[src/rtl/rtpext_pkg.sv]
// Shared constants and payload types for the RTP one-byte extension finder.
package rtpext_pkg;

  localparam logic [15:0] MaxPacketBytes = 16'd2048;
  localparam logic [15:0] OneByteProfile = 16'hBEDE;
  localparam logic [6:0]  FixedHdrBytes  = 7'd12;
  localparam logic [3:0]  StopId         = 4'hF;
  localparam logic [3:0]  PadId          = 4'h0;
  localparam logic [3:0]  TargetIdReset  = 4'd1;

  typedef struct packed {
    logic [7:0] data_byte;
    logic       last_byte;
  } in_t;

  typedef struct packed {
    logic        found;
    logic [7:0]  ext_byte;
    logic [31:0] ext_word;
    logic [15:0] element_offset;
    logic [6:0]  audio_level;
    logic        voice_flag;
  } out_t;

endpackage

[src/rtl/rtpext_parser.sv]
// Per-packet parse state and the header and extension element walk.
module rtpext_parser (
  input  logic               clk,
  input  logic               rst,
  input  logic               step,
  input  rtpext_pkg::in_t    item,
  input  logic [3:0]         target_id,
  output rtpext_pkg::out_t   result
);

  logic [15:0] byte_position, byte_position_next;
  logic [3:0]  csrc_count, csrc_count_next;
  logic        has_extension, has_extension_next;
  logic [15:0] profile_word, profile_word_next;
  logic [17:0] extension_bytes, extension_bytes_next;
  logic [16:0] next_element_position, next_element_position_next;
  logic        walk_active, walk_active_next;
  logic        match_seen, match_seen_next;
  logic [31:0] captured_word, captured_word_next;
  logic [1:0]  capture_remaining, capture_remaining_next;
  logic [15:0] match_offset, match_offset_next;

  logic [7:0]  b;
  logic [3:0]  id;
  logic [16:0] pos17;
  logic [15:0] hlen;
  logic [7:0]  ext_start;
  logic [18:0] ext_end;
  logic [16:0] elem_cand;
  logic        in_range;
  logic        stop_walk;
  logic [16:0] pkt_len;
  logic [18:0] ext_end_next;
  logic        ok;
  logic [7:0]  eb;

  assign b         = item.data_byte;
  assign id        = b[7:4];
  assign pos17     = {1'b0, byte_position};
  assign hlen      = {9'd0, rtpext_pkg::FixedHdrBytes + {1'b0, csrc_count, 2'b00}};
  assign ext_start = 8'(hlen) + 8'd4;
  assign ext_end   = {11'd0, ext_start} + {1'b0, extension_bytes};
  assign in_range  = byte_position < rtpext_pkg::MaxPacketBytes;
  assign elem_cand = (id == rtpext_pkg::PadId) ? pos17 + 17'd1
                                               : pos17 + 17'd2 + {13'd0, b[3:0]};
  assign stop_walk = ({3'd0, byte_position} >= ext_end) || (id == rtpext_pkg::StopId);

  always_comb begin
    byte_position_next         = byte_position;
    csrc_count_next            = csrc_count;
    has_extension_next         = has_extension;
    profile_word_next          = profile_word;
    extension_bytes_next       = extension_bytes;
    next_element_position_next = next_element_position;
    walk_active_next           = walk_active;
    match_seen_next            = match_seen;
    captured_word_next         = captured_word;
    capture_remaining_next     = capture_remaining;
    match_offset_next          = match_offset;

    if (in_range) begin
      byte_position_next = byte_position + 16'd1;
      if (byte_position == 16'd0) begin
        csrc_count_next    = b[3:0];
        has_extension_next = b[4];
      end else begin
        if (has_extension) begin
          if (byte_position == hlen) begin
            profile_word_next = {b, 8'h00};
          end else if (byte_position == hlen + 16'd1) begin
            profile_word_next = profile_word | {8'h00, b};
          end else if (byte_position == hlen + 16'd2) begin
            extension_bytes_next = {b, 10'd0};
          end else if (byte_position == hlen + 16'd3) begin
            extension_bytes_next = extension_bytes | {8'd0, b, 2'b00};
            if (profile_word == rtpext_pkg::OneByteProfile) begin
              walk_active_next           = 1'b1;
              next_element_position_next = {9'd0, ext_start};
            end
          end
        end
        if (capture_remaining != 2'd0) begin
          capture_remaining_next = capture_remaining - 2'd1;
          case (capture_remaining)
            2'd3:    captured_word_next = captured_word | {8'h00, b, 16'h0000};
            2'd2:    captured_word_next = captured_word | {16'h0000, b, 8'h00};
            default: captured_word_next = captured_word | {24'h000000, b};
          endcase
        end
        if (walk_active && pos17 == next_element_position) begin
          if (stop_walk) begin
            walk_active_next = 1'b0;
          end else if (id != rtpext_pkg::PadId && id == target_id) begin
            walk_active_next       = 1'b0;
            match_seen_next        = 1'b1;
            match_offset_next      = byte_position;
            captured_word_next     = {b, 24'h000000};
            capture_remaining_next = 2'd3;
          end else begin
            next_element_position_next = elem_cand;
            if ({2'd0, elem_cand} >= ext_end || elem_cand[16]) begin
              walk_active_next = 1'b0;
            end
          end
        end
      end
    end
  end

  assign pkt_len      = in_range ? pos17 + 17'd1 : {1'b0, rtpext_pkg::MaxPacketBytes};
  assign ext_end_next = {12'd0, rtpext_pkg::FixedHdrBytes} + {13'd0, csrc_count_next, 2'b00}
                        + 19'd4 + {1'b0, extension_bytes_next};
  assign ok = match_seen_next && has_extension_next
              && profile_word_next == rtpext_pkg::OneByteProfile
              && pkt_len >= {10'd0, rtpext_pkg::FixedHdrBytes}
              && {2'd0, pkt_len} > ext_end_next;
  assign eb = captured_word_next[23:16];

  always_comb begin
    result = '0;
    if (ok) begin
      result.found          = 1'b1;
      result.ext_byte       = eb;
      result.ext_word       = captured_word_next;
      result.element_offset = match_offset_next;
      result.audio_level    = eb[6:0];
      result.voice_flag     = eb[7];
    end
  end

  always_ff @(posedge clk) begin
    if (rst || (step && item.last_byte)) begin
      byte_position         <= '0;
      csrc_count            <= '0;
      has_extension         <= 1'b0;
      profile_word          <= '0;
      extension_bytes       <= '0;
      next_element_position <= '0;
      walk_active           <= 1'b0;
      match_seen            <= 1'b0;
      captured_word         <= '0;
      capture_remaining     <= '0;
      match_offset          <= '0;
    end else if (step) begin
      byte_position         <= byte_position_next;
      csrc_count            <= csrc_count_next;
      has_extension         <= has_extension_next;
      profile_word          <= profile_word_next;
      extension_bytes       <= extension_bytes_next;
      next_element_position <= next_element_position_next;
      walk_active           <= walk_active_next;
      match_seen            <= match_seen_next;
      captured_word         <= captured_word_next;
      capture_remaining     <= capture_remaining_next;
      match_offset          <= match_offset_next;
    end
  end

`ifndef SYNTHESIS
  a_match_ends_walk: assert property (@(posedge clk) disable iff (rst)
    match_seen |-> !walk_active)
    else $error("walk still active after match");

  a_capture_needs_match: assert property (@(posedge clk) disable iff (rst)
    capture_remaining != 2'd0 |-> match_seen)
    else $error("word capture without match");

  a_position_saturates: assert property (@(posedge clk) disable iff (rst)
    byte_position <= rtpext_pkg::MaxPacketBytes)
    else $error("byte position past saturation point");
`endif

endmodule

[src/rtl/rtp_one_byte_extension_finder_top.sv]
// Top level: input register, configuration register and result register.
// Accepts one packet byte per cycle with no gaps between packets. Each byte is
// parsed from the input register into the parser state registers; the result of
// a packet is loaded into the result register when its last byte leaves the
// input register. The only stall comes from the output side: while the result
// register holds a result that has not been taken, a further last byte waits,
// and bytes in the middle of a packet keep flowing. target_id may be written
// only between packets, with no transaction in flight.
module rtp_one_byte_extension_finder_top (
  input  logic              clk,
  input  logic              rst,
  input  logic              in_valid,
  output logic              in_ready,
  input  rtpext_pkg::in_t   in_data,
  output logic              out_valid,
  input  logic              out_ready,
  output rtpext_pkg::out_t  out_data,
  input  logic              cfg_wr_en,
  input  logic [3:0]        cfg_wr_data
);

  logic              s0_valid;
  rtpext_pkg::in_t   s0_item;
  logic              step;
  logic [3:0]        target_id;
  rtpext_pkg::out_t  result;

  assign step     = s0_valid && (!s0_item.last_byte || !out_valid || out_ready);
  assign in_ready = !s0_valid || step;

  always_ff @(posedge clk) begin
    if (rst) begin
      target_id <= rtpext_pkg::TargetIdReset;
    end else if (cfg_wr_en) begin
      target_id <= cfg_wr_data;
    end
  end

  always_ff @(posedge clk) begin
    if (rst) begin
      s0_valid <= 1'b0;
    end else if (in_ready) begin
      s0_valid <= in_valid;
    end
  end

  always_ff @(posedge clk) begin
    if (in_ready && in_valid) begin
      s0_item <= in_data;
    end
  end

  rtpext_parser u_parser (
    .clk       (clk),
    .rst       (rst),
    .step      (step),
    .item      (s0_item),
    .target_id (target_id),
    .result    (result)
  );

  always_ff @(posedge clk) begin
    if (rst) begin
      out_valid <= 1'b0;
    end else if (step && s0_item.last_byte) begin
      out_valid <= 1'b1;
    end else if (out_ready) begin
      out_valid <= 1'b0;
    end
  end

  always_ff @(posedge clk) begin
    if (step && s0_item.last_byte) begin
      out_data <= result;
    end
  end

`ifndef SYNTHESIS
  a_not_found_zero: assert property (@(posedge clk) disable iff (rst)
    out_valid && !out_data.found |-> out_data.ext_word == 32'd0
      && out_data.element_offset == 16'd0 && out_data.ext_byte == 8'd0)
    else $error("fields not cleared on miss");

  a_level_from_word: assert property (@(posedge clk) disable iff (rst)
    out_valid |-> out_data.ext_byte == out_data.ext_word[23:16]
      && {out_data.voice_flag, out_data.audio_level} == out_data.ext_byte)
    else $error("level fields disagree with captured word");

  a_no_overwrite: assert property (@(posedge clk) disable iff (rst)
    out_valid && !out_ready |-> !(step && s0_item.last_byte))
    else $error("result register overwritten before taken");
`endif

endmodule

[config.mk]
export PLATFORM = sky130hd
export DESIGN_NAME = rtp_one_byte_extension_finder_top
export DESIGN_NICKNAME = d
export VERILOG_FILES = /design/src/rtl/rtpext_pkg.sv /design/src/rtl/rtpext_parser.sv /design/src/rtl/rtp_one_byte_extension_finder_top.sv
export SDC_FILE = /design/constraint.sdc
export NUM_CORES = 1
export LEC_CHECK = 0
export ABC_AREA = 1
export BUFFER_PORTS_ARGS = -buffer_cell sky130_fd_sc_hd__buf_2
export CAP_MARGIN = 5
export CORE_UTILIZATION = 55
export DETAILED_ROUTE_END_ITERATION = 16
export MAX_ROUTING_LAYER = met4
export PLACE_DENSITY = 0.81
export SLEW_MARGIN = 15
export SYNTH_ARGS = -nofsm -noshare
export SYNTH_HDL_FRONTEND = slang
export SYNTH_SLANG_ARGS = --single-unit
[constraint.sdc]
create_clock -name clk -period 10 [get_ports clk]
set_input_delay 1.5 -clock clk [delete_from_list [all_inputs] [get_ports clk]]
set_output_delay 1.5 -clock clk [all_outputs]
set_load 0.05 [all_outputs]
* Yosys cells after proc, flatten, opt, wreduce, memory -nomap -nowiden *
Cells that the tools add are included.

operators by class
  add/sub/neg operators = 14
  multiply operators = 0
  divide/modulo/power cells = 0
  magnitude comparators = 5
  equality and inequality tests = 11
  shifts and indexed selects = 0
  multiplexer cells = 61
  bitwise gates (word level) = 6
  reductions and logical operators = 25

operators with widths
  kind                     number
  $mux W32                 6
  $mux W17                 11
  $mux W16                 10
  $mux W18                 7
  $mux W65                 1
  $pmux W32 S2             1
  $eq A16 B16 Y1           3
  $eq A16 B16 Y1 const B   2
  $or A32 B16 Y32          1
  $or A32 B24 Y32          1
  $or A32 B8 Y32           1
  $add A19 B18 Y19         1
  $add A19 B3 Y19 const B  1
  $add A8 B18 Y19          1
  $ge A16 B19 Y1           1
  $ge A17 B19 Y1           1
  $gt A17 B19 Y1           1
  $mux W1                  19
  $or A18 B10 Y18          1
  $add A16 B1 Y17 const B  1
  $add A16 B2 Y17 const B  1
  $add A17 B4 Y17          1
  $eq A16 B17 Y1           1
  $ge A17 B4 Y1 const B    1
  24 further kinds         47

word-level totals
  bits in registers = 204
  latch bits = 0
  memory bits (writable) = 0
  ROM bits = 0
  bits of input ports = 18
  output and inout bits = 67
  logic and storage cells = 144
  memories kept = 0

* Depth between registers and ports, before layout *
Gate-level depths: netlist (run 1).

  word-level depth = 14
  depth in mapped cells = 42
  mapped depth without buffers = 40

* Cells and area by module *
A second synthesis (run 1) with hierarchy kept.

second synthesis, totals
  cells, all modules = 1687
  area total of the unflattened synthesis = 12683.4 µm²

by module, submodules not included
  module                             instances  cells each  area each (µm²)  sequential area each (µm²)
  rtpext_parser                      1          1578        10208.5          2482.4
  rtp_one_byte_extension_finder_top  1          109         2474.9           2342.2

* Least setup slack after synthesis (run 1) *
No wires, ideal clock.

  path kind = register to register
  start = reg u_parser.byte_position[0]
  end = reg out_data[56] (netlist bit) (data pin)
  setup time = 0.134 ns
  data arrival time = 5.059 ns
  setup slack = 4.807 ns
  stages on the path, launching flop included = 37
  path buffers = 3
  clock period less this slack = 5.193 ns
  cells stage by stage = dfxtp_1 -> inv_1 -> ha_1 -> nand3_1 -> nor2_1 -> nand2_2 -> clkbuf_1 -> o21ai_0 -> o21ai_0 -> xnor2_1 -> ha_1 -> ha_1 -> nand3_1 -> nand2_1 -> a21oi_1 -> o21ai_0 -> nand3_1 -> nor2_1 -> nand4_1 -> o21bai_1 -> nand2_1 -> ha_1 -> nand4_1 -> nor2_1 -> nand2_1 -> nand2_1 -> nor2_1 -> nand3_1 -> nor2_1 -> nand2_1 -> nor2_1 -> nand3_1 -> a21oi_2 -> nand3_2 -> buf_6 -> buf_12 -> nor2_4

on the way
  longest elaborated chain between the ends = 11

RTL lines
  element                                                                   RTL line                                 text
  start: declaration                                                        rtpext_parser.sv:11                      logic [15:0] byte_position, byte_position_next;
  start signal: assignment                                                  rtpext_parser.sv:145                     byte_position <= byte_position_next;
  parallel branches: the longest is 11 deep, another holds $add A19 B3 Y19  n/a
  end signal: assignment                                                    rtp_one_byte_extension_finder_top.sv:74  out_data <= result;
  end: declaration                                                          rtp_one_byte_extension_finder_top.sv:17  output rtpext_pkg::out_t out_data,

Parallel ways; which one is timed is not known.
A chain may end at the register's enable or synchronous reset.

* Worst setup path after layout (run 1) *
  start = reg u_parser.byte_position[0]
  end = reg out_data[18] (netlist bit) (data pin)

on the way
  longest elaborated chain between the ends = 11

RTL lines
  element                                     RTL line              text
  $eq A16 B16 Y1                              rtpext_parser.sv:74   end else if (byte_position == hlen + 16'd3) begin
  $mux W18                                    rtpext_parser.sv:74
  $mux W18                                    rtpext_parser.sv:72   end else if (byte_position == hlen + 16'd2) begin
  $mux W18                                    rtpext_parser.sv:70   end else if (byte_position == hlen + 16'd1) begin
  $mux W18                                    rtpext_parser.sv:68   if (byte_position == hlen) begin
  $mux W18                                    rtpext_parser.sv:67   if (has_extension) begin
  $mux W18                                    rtpext_parser.sv:63   if (byte_position == 16'd0) begin
  $mux W18 *                                  rtpext_parser.sv:61   if (in_range) begin
  named net u_parser.extension_bytes_next[5]  rtpext_parser.sv:15   logic [17:0] extension_bytes, extension_bytes_next;
  $add A19 B18 Y19 *                          rtpext_parser.sv:112  + 19'd4 + {1'b0, extension_bytes_next};
  $gt A17 B19 Y1 *                            rtpext_parser.sv:116  && {2'd0, pkt_len} > ext_end_next;
  $logic_and A1 B1 Y1 *                       rtpext_parser.sv:116

The timed path passes the listed nets; every way through them passes the cells marked *.

==> results of run 1 <==
-- path summary, 6_finish.rpt --
path	slack, ps	depth (start not counted)	end
worst max-delay path	3570	36	out_data[18]
worst min-delay path	460	2	u_parser.match_offset[15]
worst max register to register	3570	36	out_data[18]
worst min register to register	460	2	u_parser.match_offset[15]
-- sequential cells by signal (all words and copies together), names as in the netlist --
signal / cells
u_parser.match_offset: 16
u_parser.has_extension: 1
u_parser.profile_word: 16
s0_item: 9
u_parser.extension_bytes: 18
out_valid: 1
s0_valid: 1
u_parser.capture_remaining: 2
target_id: 4
out_data: 49
u_parser.csrc_count: 4
u_parser.match_seen: 1
u_parser.next_element_position: 17
u_parser.byte_position: 16
u_parser.walk_active: 1
u_parser.captured_word: 32
-- worst max-delay path: cells and delay by family, from the launching register on --
family | cells | cell delay, ps
compound gates | 6 | 780
fa+ha+maj | 4 | 1190
buf+inv | 2 | 730
flops | 1 | 420
simple gates | 24 | 2970
-- layer usage --
layer	global-route usage	vias to the layer above
li1	-	5539
met1	0.4263	5355
met2	0.5258	524
met3	0.05576	90
met4	0.1399	0
met5	-	-
-- final cells by class --
class	instances	area share
flip-flops and latches	188	0.3307
well taps	275	0.02619
multi-input cells	1211	0.5058
clock buffers	18	0.03267
inverters	183	0.05229
repair buffers	98	0.04000
clock inverters	14	0.01238
-- metrics by stage --
step,utilization,worst slack (ps)
floorplan,-,4807
global placement,0.5893,3904
detailed placement,0.5893,3668
CTS,0.6171,3628
global route,0.6172,2765
finish,0.6172,3574
-- cells in the mapped netlist (6+ instances only) --
library cell / number
and2_1: 14
xor2_1: 38
xnor2_1: 8
inv_2: 14
dfxtp_1: 130
clkbuf_1: 43
nand4_1: 13
nand2_1: 322
o21ai_0: 134
nor2_4: 15
edfxtp_1: 58
a211oi_1: 18
nand3_1: 105
inv_1: 168
nor3_1: 28
buf_4: 16
o21bai_1: 6
buf_1: 6
a31o_2: 8
nor4_1: 8
a21oi_1: 107
ha_1: 80
buf_2: 14
a22oi_1: 8
nand2_2: 17
nor2_1: 219
-- report_power, final --
| group | switching (mW) | internal, mW |
|---|---|---|
| sequential | 0.0271 | 0.809 |
| clock | 0.352 | 0.338 |
| combinational | 0.255 | 0.126 |
-- logic make-up (layout without fill, tap and decap cells) --
logic type | Yosys count | after routing | share of synthesized area
buffers and inverters | 267 | 313 | 0.09313
xor gates and xnor gates | 46 | 46 | 0.03332
adders and majority gates | 83 | 83 | 0.08775
DFF | 188 | 188 | 0.3593
AOI/OAI and AO/OA | 313 | 313 | 0.1440
other | 1 | 6 | 0.0003101
and+or+nand+nor | 763 | 763 | 0.2822
==> flow_metrics.tcl, run 1 <==
set metrics [dict create \
    clock_path_buffers 2 \
    fmax_mhz 155.6 \
    startpoint "u_parser.byte_position[0]" \
    cts_buffers 17 \
    clk_latency_ps 450 \
    cp.required_ps 10170 \
    grt_overflow 0 \
    cts_hold_buf 0 \
    wl_met2_mm 16.36 \
    place.gp.congestion 1.047 \
    met3_length_mm 2.684 \
    status "finished, final reports clean" \
    grt_pass1_wl_mm 55.79 \
    synth_area_leaders "dfxtp_1 22%, edfxtp_1 14%, nand2_1 10%, ha_1 8.3%, nor2_1 6.8%" \
    synthToLayoutAreaGrowth_pct 8.651 \
    synth_cells 1661 \
    synthArstFlopShare 0 \
    rows 53 \
    synth_area_um2 12090 \
    fin_tns_setup_ps 0 \
    drc 0 \
    clkTransAtPathRegs_ps 80 \
    cts_tree "yes" \
    cts_resized 0 \
    crit_arrival_ps 6590 \
    ys_warn_count 0 \
    ant_nets 0 \
    layout-drive-gt1-share 0.1209 \
    n_antenna_cell 0 \
    rsz0062_at_grt "no" \
    end_kind "register" \
    final_cell_mix "321 x nand2_1, 218 x nor2_1, 166 x inv_1" \
    fin_area_um2 13140 \
    core-area_um2 21290 \
    met1_length_mm 15.22 \
    fin_cells 1987 \
    final_common_cell "nand2_1" \
    hold_ws_ps 456.6 \
    io_pins 85 \
    fill_cells 1953 \
    dr.pass1.iters 5 \
    seq_area_um2 4344 \
    period_share 0.6426 \
    multi_input_area_um2 6645 \
    synth-main-ff-cell "dfxtp_1" \
    min_from "u_parser.match_offset[15]" \
    root_buffer "clkbuf_16" \
    hold_class "register to register" \
    grt_max_degree 103 \
    grt_pass1_vias 10380 \
    synth_edf_count 58 \
    clock_skew_ps 13.64 \
    wl_mm 35.68 \
    start_util 0.5680 \
    place_area_um2 12540 \
    highest_layer "met4" \
    maxSlewViolCount 0 \
    hpwlAfterDp_mm 26.55 \
    vias 11508 \
    antenna_found_initial 1 \
    synth-seq-area-share 0.3593 \
    crit_path_max_fanout 49 \
    rr_startpoint "u_parser.byte_position[0]" \
    worstMarginPinSlew_ps 1067 \
    maxCapViolCount 0 \
    drtIter0Drc 1271 \
    htreeDepth 4 \
    cp_slowest_cell "buf_4" \
    p_leak_nw 5.913 \
    io_buffers 84 \
    dp_cells 1955 \
    cp_common_cell "nand2_1" \
    synth_top_area_cell "dfxtp_1" \
    post_cts_buffers 0 \
    dieArea_um2 22580 \
    clock_sinks 188 \
    die_w_um 150.3 \
    timing.final.hold_violations 0 \
    nets 1800 \
    max-vdd-ir-drop_uv 126.0 \
    syn_avg_cell_area_um2 7.280 \
    synth-seq-cells 188 \
    p_per_area_nw_per_um2 145.2 \
    critPathKind "register to register" \
    period_minus_slack_ps 6426 \
    slew_headroom 0.2888 \
    synth_top_area_share 0.2152 \
    power_mw 1.907 \
    via_per_inst 5.792 \
    die_y_um 150.3 \
    grt_use_total 0.3349 \
    cpPeakStageDelay_ps 530 \
    finalSetupViolations 0 \
    critPathLaunchType "register" \
    routedWlPerCell_um 17.95 \
    yosysUniqueCellTypes 55 \
]
No activity file was read; power rests on OpenSTA's default activity.
==> inputs of run 2 (changes only) <==
Settings changed: PLACE_DENSITY 0.81 to 0.84.
Clock period 10 ns to 5.4 ns, I/O delays scaled along.
==> run 2 against run 1 <==
The run now ends with negative setup slack left. Sequential share of layout area decreased by 2.8 points. Clock-buffer cell count unchanged. Final area increased by 9.4%. Wire length increased by 9.1%. Via count increased by 5.5%. Power increased by 98%. Combinational power increased by 130%.
==> flow_metrics.tcl, run 2 (same netlist as run 1, synthesis figures left out) <==
set metrics [dict create \
    status "finished with violations" \
    violations "negative setup slack" \
    nets 1871 \
    period_minus_slack_ps 5455 \
    p_leak_nw 6.374 \
    grt_max_degree 103 \
    maxCapViolCount 0 \
    cts_buffers 17 \
    largestRegisters "out_data: 49 flops, u_parser.captured_word: 32 flops, u_parser.extension_bytes: 18 flops" \
    cp_slowest_cell "dfxtp_2" \
    cts_hold_buf 0 \
    hpwlAfterDp_mm 26.50 \
    maxSlewViolCount 0 \
    fmax_mhz 183.3 \
    rsz0062_at_grt "yes" \
    dieArea_um2 22580 \
    fin_cells 2058 \
    wl_mm 38.91 \
    crit_arrival_ps 5760 \
    dp_cells 2002 \
    start_util 0.5680 \
    crit_path_max_fanout 7 \
    power_mw 3.770 \
    startpoint "u_parser.csrc_count[1]" \
    layout-drive-gt1-share 0.2120 \
    timing.final.hold_violations 0 \
    root_buffer "clkbuf_16" \
    dr.pass1.iters 9 \
    final_common_cell "nand2_1" \
    worstMarginPinSlew_ps 1140 \
    rows 53 \
    clock_sinks 188 \
    vias 12136 \
    end_kind "register" \
    period_share 1.010 \
    hold_class "register to register" \
    preCtsSetupSlack_ps -193.2 \
    core-area_um2 21290 \
    grt_pass1_vias 10904 \
    rr_startpoint "u_parser.csrc_count[1]" \
    finalSetupViolations 44 \
    p_per_area_nw_per_um2 262.3 \
    hold_ws_ps 454.7 \
    critPathKind "register to register" \
    drc 0 \
    cp_common_cell "nor2_1" \
    clock_path_buffers 2 \
    fin_ws_ps -55.36 \
    routedWlPerCell_um 18.91 \
    cp.required_ps 5710 \
    grt_use_total 0.3362 \
    critPathLaunchType "register" \
    slew_headroom 0.2372 \
    synthToLayoutAreaGrowth_pct 18.87 \
    htreeDepth 4 \
    grt_pass1_wl_mm 56.72 \
    max-vdd-ir-drop_uv 215.2 \
    largest_reg_flops 49 \
    cpPeakStageDelay_ps 360 \
    clock_skew_ps 19.00 \
    largest_register "out_data" \
    fill_cells 1681 \
    cp_top_family "simple AND/OR/NAND/NOR gates" \
    grt_overflow 0 \
    io_pins 85 \
    drtIter0Drc 1456 \
    place.gp.congestion 0.9995 \
    clk_latency_ps 450 \
    ant_nets 0 \
    io_buffers 84 \
    cp_num_buf_inv 3 \
    n_antenna_cell 0 \
    die_w_um 150.3 \
    clkTransAtPathRegs_ps 80 \
    die_y_um 150.3 \
    antenna_found_initial 0 \
    min_from "u_parser.match_offset[12]" \
    final_cell_mix "310 x nand2_1, 175 x nor2_1, 161 x inv_1" \
    cts_tree "yes" \
    via_per_inst 5.897 \
]
==> run 2: cell types whose count changed in the layout (fill, tap and decap cells not counted), moves of 7 or more <==
cell / before / now
ha_1: 80 / 70
buf_4: 14 / 73
o21ai_0: 134 / 127
nor2_1: 218 / 175
ha_4: 0 / 8
nor2_2: 4 / 27
nor2_4: 15 / 35
nand2_1: 321 / 310
nand3_1: 105 / 98
nand2_2: 18 / 26
==> run 2: tightest hold or removal path: stages (launching register included) <==
cell and delay, ps:
dfxtp_1 320, o21ai_0 60, nor2_1 40
==> run 2: repair_timing <==
action / CTS / global route
resized for setup: 12 / 140
endpoints found under the setup margin: 49 / 83
pin swaps: 3 / 50
cloned: 0 / 6
setup buffers: 2 / 16
endpoints found under the hold margin: 0 / 0
==> run 2: worst paths after layout <==
path                          endpoint  slack (ps)  cells after the start
max                       out_data[28]         -60                     38
min          u_parser.match_offset[12]         450                      2
max reg2reg               out_data[28]         -60                     38
min reg2reg  u_parser.match_offset[12]         450                      2
==> run 2: area by class of cell <==
cell class / instances / area [µm²] / area share
tap: 275 / 344.1 / 0.02394
multi-input combinational: 1211 / 7184 / 0.4998
clock inverter: 14 / 191.4 / 0.01332
timing repair buffer: 169 / 1184 / 0.08235
clock buffer: 18 / 429.2 / 0.02986
inverter: 183 / 691.9 / 0.04814
sequential: 188 / 4349 / 0.3026
==> run 2: where the power goes <==
| part | internal, mW | switching, mW | total (mW) | leakage, nW |
|---|---|---|---|---|
| Clock | 0.676 | 0.663 | 1.34 | 0.301 |
| Sequential | 1.50 | 0.0405 | 1.54 | 1.70 |
| Combinational | 0.324 | 0.569 | 0.893 | 4.37 |
==> run 2: stage by stage <==
step	cell area [µm²]	util	setup TNS (ps)
2_1_floorplan	12110	-	0
3_3_place_gp	12920	0.6070	0
3_5_place_dp	12920	0.6070	-6372
4_1_cts	13600	0.6387	0
5_1_grt	14370	0.6752	-18680
6_report	14370	0.6752	-1161
==> run 2: per-layer routing <==
layer,global-route usage,wire [µm]
met5,-,0
met1,0.4137,15470
met2,0.5380,18190
met3,0.05424,3491
met4,0.1591,1768
==> inputs of run 3 (changes only) <==
Settings changed: MAX_ROUTING_LAYER met4 to default.
==> run 3 against run 2 <==
The run now ends clean. Fmax is 3.5% higher. Core utilization shrank 0.48 points. Register-to-register slack better by 180 ps. Die area is the same. Via count increased by 0.45%. First-iteration DRC count shrank 8.9%. Non-clock buffer count decreased by 1. Sequential power about the same. Combinational power shrank 0.4%. Critical path type unchanged.
==> flow_metrics.tcl, run 3 (same netlist as run 1, synthesis figures left out) <==
set metrics [dict create \
    cp_num_buf_inv 6 \
    grt_pass1_vias 10835 \
    timing.final.hold_violations 0 \
    nets 1870 \
    wl_mm 37.89 \
    fin_area_um2 14270 \
    clkTransAtPathRegs_ps 80 \
    met1_length_mm 14.81 \
    drc 0 \
    rr_startpoint "u_parser.csrc_count[1]" \
    place_area_um2 12920 \
    end_kind "register" \
    max-vdd-ir-drop_uv 224.4 \
    period_share 0.9761 \
    slew_headroom 0.2785 \
    finalSetupViolations 0 \
    via_per_inst 5.924 \
    grt_max_degree 103 \
    io_buffers 84 \
    core-area_um2 21290 \
    routedWlPerCell_um 18.41 \
    whs_path_depth 2 \
    p_per_area_nw_per_um2 259.5 \
    critPathLaunchType "register" \
    layout-drive-gt1-share 0.2003 \
    p_leak_nw 6.337 \
    cp_top_family "simple AND/OR/NAND/NOR gates" \
    cp.required_ps 5720 \
    clock_path_buffers 2 \
    antenna_found_initial 0 \
    place.gp.congestion 0.9918 \
    preCtsSetupSlack_ps -142.9 \
    highest_layer "met5" \
    hpwlAfterDp_mm 26.36 \
    fmax_mhz 189.7 \
    drtIter0Drc 1326 \
    die_y_um 150.3 \
    die_w_um 150.3 \
    worstMarginPinSlew_ps 1082 \
    start_util 0.5680 \
    dp_cells 2000 \
    r2r_end "out_data[35]" \
    rr_worst_depth 41 \
    crit_arrival_ps 5590 \
    rsz0062_at_grt "yes" \
    cp_common_cell "nand2_1" \
    maxSlewViolCount 0 \
    cts_buffers 17 \
    cts_hold_buf 0 \
    dieArea_um2 22580 \
    grt_pass1_wl_mm 55.26 \
    crit_path_max_fanout 7 \
    largest_register "out_data" \
    clock_sinks 188 \
    largestRegisters "out_data: 49 flops, u_parser.captured_word: 32 flops, u_parser.extension_bytes: 18 flops" \
    hold_path_end "u_parser.match_offset[13]" \
    cts_tree "yes" \
    fin_ws_ps 128.9 \
    synthToLayoutAreaGrowth_pct 18.03 \
    io_pins 85 \
    root_buffer "clkbuf_16" \
    clock_skew_ps 15.28 \
    r2r_slack_ps 130 \
    clk_latency_ps 450 \
    min_from "u_parser.match_offset[13]" \
    rows 53 \
    final_common_cell "nand2_1" \
    grt_overflow 0 \
    status "finished, final reports clean" \
    largest_reg_flops 49 \
    htreeDepth 4 \
    fin_cells 2058 \
    cpPeakStageDelay_ps 400 \
    cp_slowest_cell "fa_2" \
    period_minus_slack_ps 5271 \
    dr.pass1.iters 9 \
    maxCapViolCount 0 \
    met3_length_mm 3.517 \
    wl_met2_mm 17.48 \
    hold_class "register to register" \
    final_cell_mix "312 x nand2_1, 180 x nor2_1, 163 x inv_1" \
    ant_nets 0 \
    vias 12191 \
    critPathKind "register to register" \
    grt_use_total 0.3185 \
]
## run 3: cell types whose count changed in the layout (fill, tap and decap cells not counted), sizes merged
cell / before / now
clkinv: 7 / 5
inv: 189 / 191
buf: 166 / 165
bufinv: 1 / 0
clkinvlp: 0 / 1
diode: 0 / 1
## run 3: stage by stage
step / util / total power, mW / TNS (ps) / hold slack, ps
floorplan: - / 2.083 / 0 / 421.5
global placement: 0.6069 / 2.273 / 0 / 430.6
detailed placement: 0.6069 / 2.296 / -2752 / 430.9
CTS: 0.6357 / 3.547 / 0 / 452.3
global route: 0.6703 / 3.836 / -11520 / 478.0
finish: 0.6704 / 3.704 / 0 / 464.5
## run 3: what timing repair did
action,CTS,global route
pin swaps,1,40
cloned,0,6
endpoints found under the setup margin,49,83
resized for setup,5,119
buffers inserted,1,18
## run 3: final cells by class
cell class                 instances  area [µm²]
antenna                            1       2.502
sequential                       188        4348
fill                            1712        7015
clock buffer                      18       429.2
clock inverter                    14       163.9
tap                              275       344.1
timing repair buffer             168        1185
inverter                         183       689.4
multi-input combinational       1211        7109
## run 3: worst register-to-register path, delay by kind of cell (launching register included)
| family | cells | cell delay [ps] |
|---|---|---|
| buf+inv | 6 | 640 |
| fa+ha+maj | 5 | 1320 |
| flops | 1 | 350 |
| simple gates | 27 | 2280 |
| compound gates | 2 | 400 |
| xor+xnor | 1 | 150 |
## run 3: worst max-delay path by stage
stage	from	to	slack [ps]	depth (start not counted)
2_1_floorplan	u_parser.byte_position[0]	out_data[56]	210	36
3_3_place_gp	u_parser.csrc_count[0]	out_data[16]	80	38
3_5_place_dp	u_parser.csrc_count[1]	out_data[21]	-140	37
4_1_cts	u_parser.csrc_count[1]	out_data[24]	7	38
5_1_grt	u_parser.csrc_count[1]	out_data[21]	-270	40
6_report	u_parser.csrc_count[1]	out_data[35]	130	41
## run 3: layer usage
metal  track usage  up-vias
met5             0        -
met4        0.1460        2
met3       0.06424      194
met2        0.5221      738
met1        0.4017     5595
li1              -     5662
## run 3: where the power goes
part / leakage [nW] / switching, mW / internal, mW
registers: 1.70 / 0.0390 / 1.50
clock network: 0.287 / 0.649 / 0.628
logic: 4.35 / 0.563 / 0.326
total: 6.34 / 1.25 / 2.45
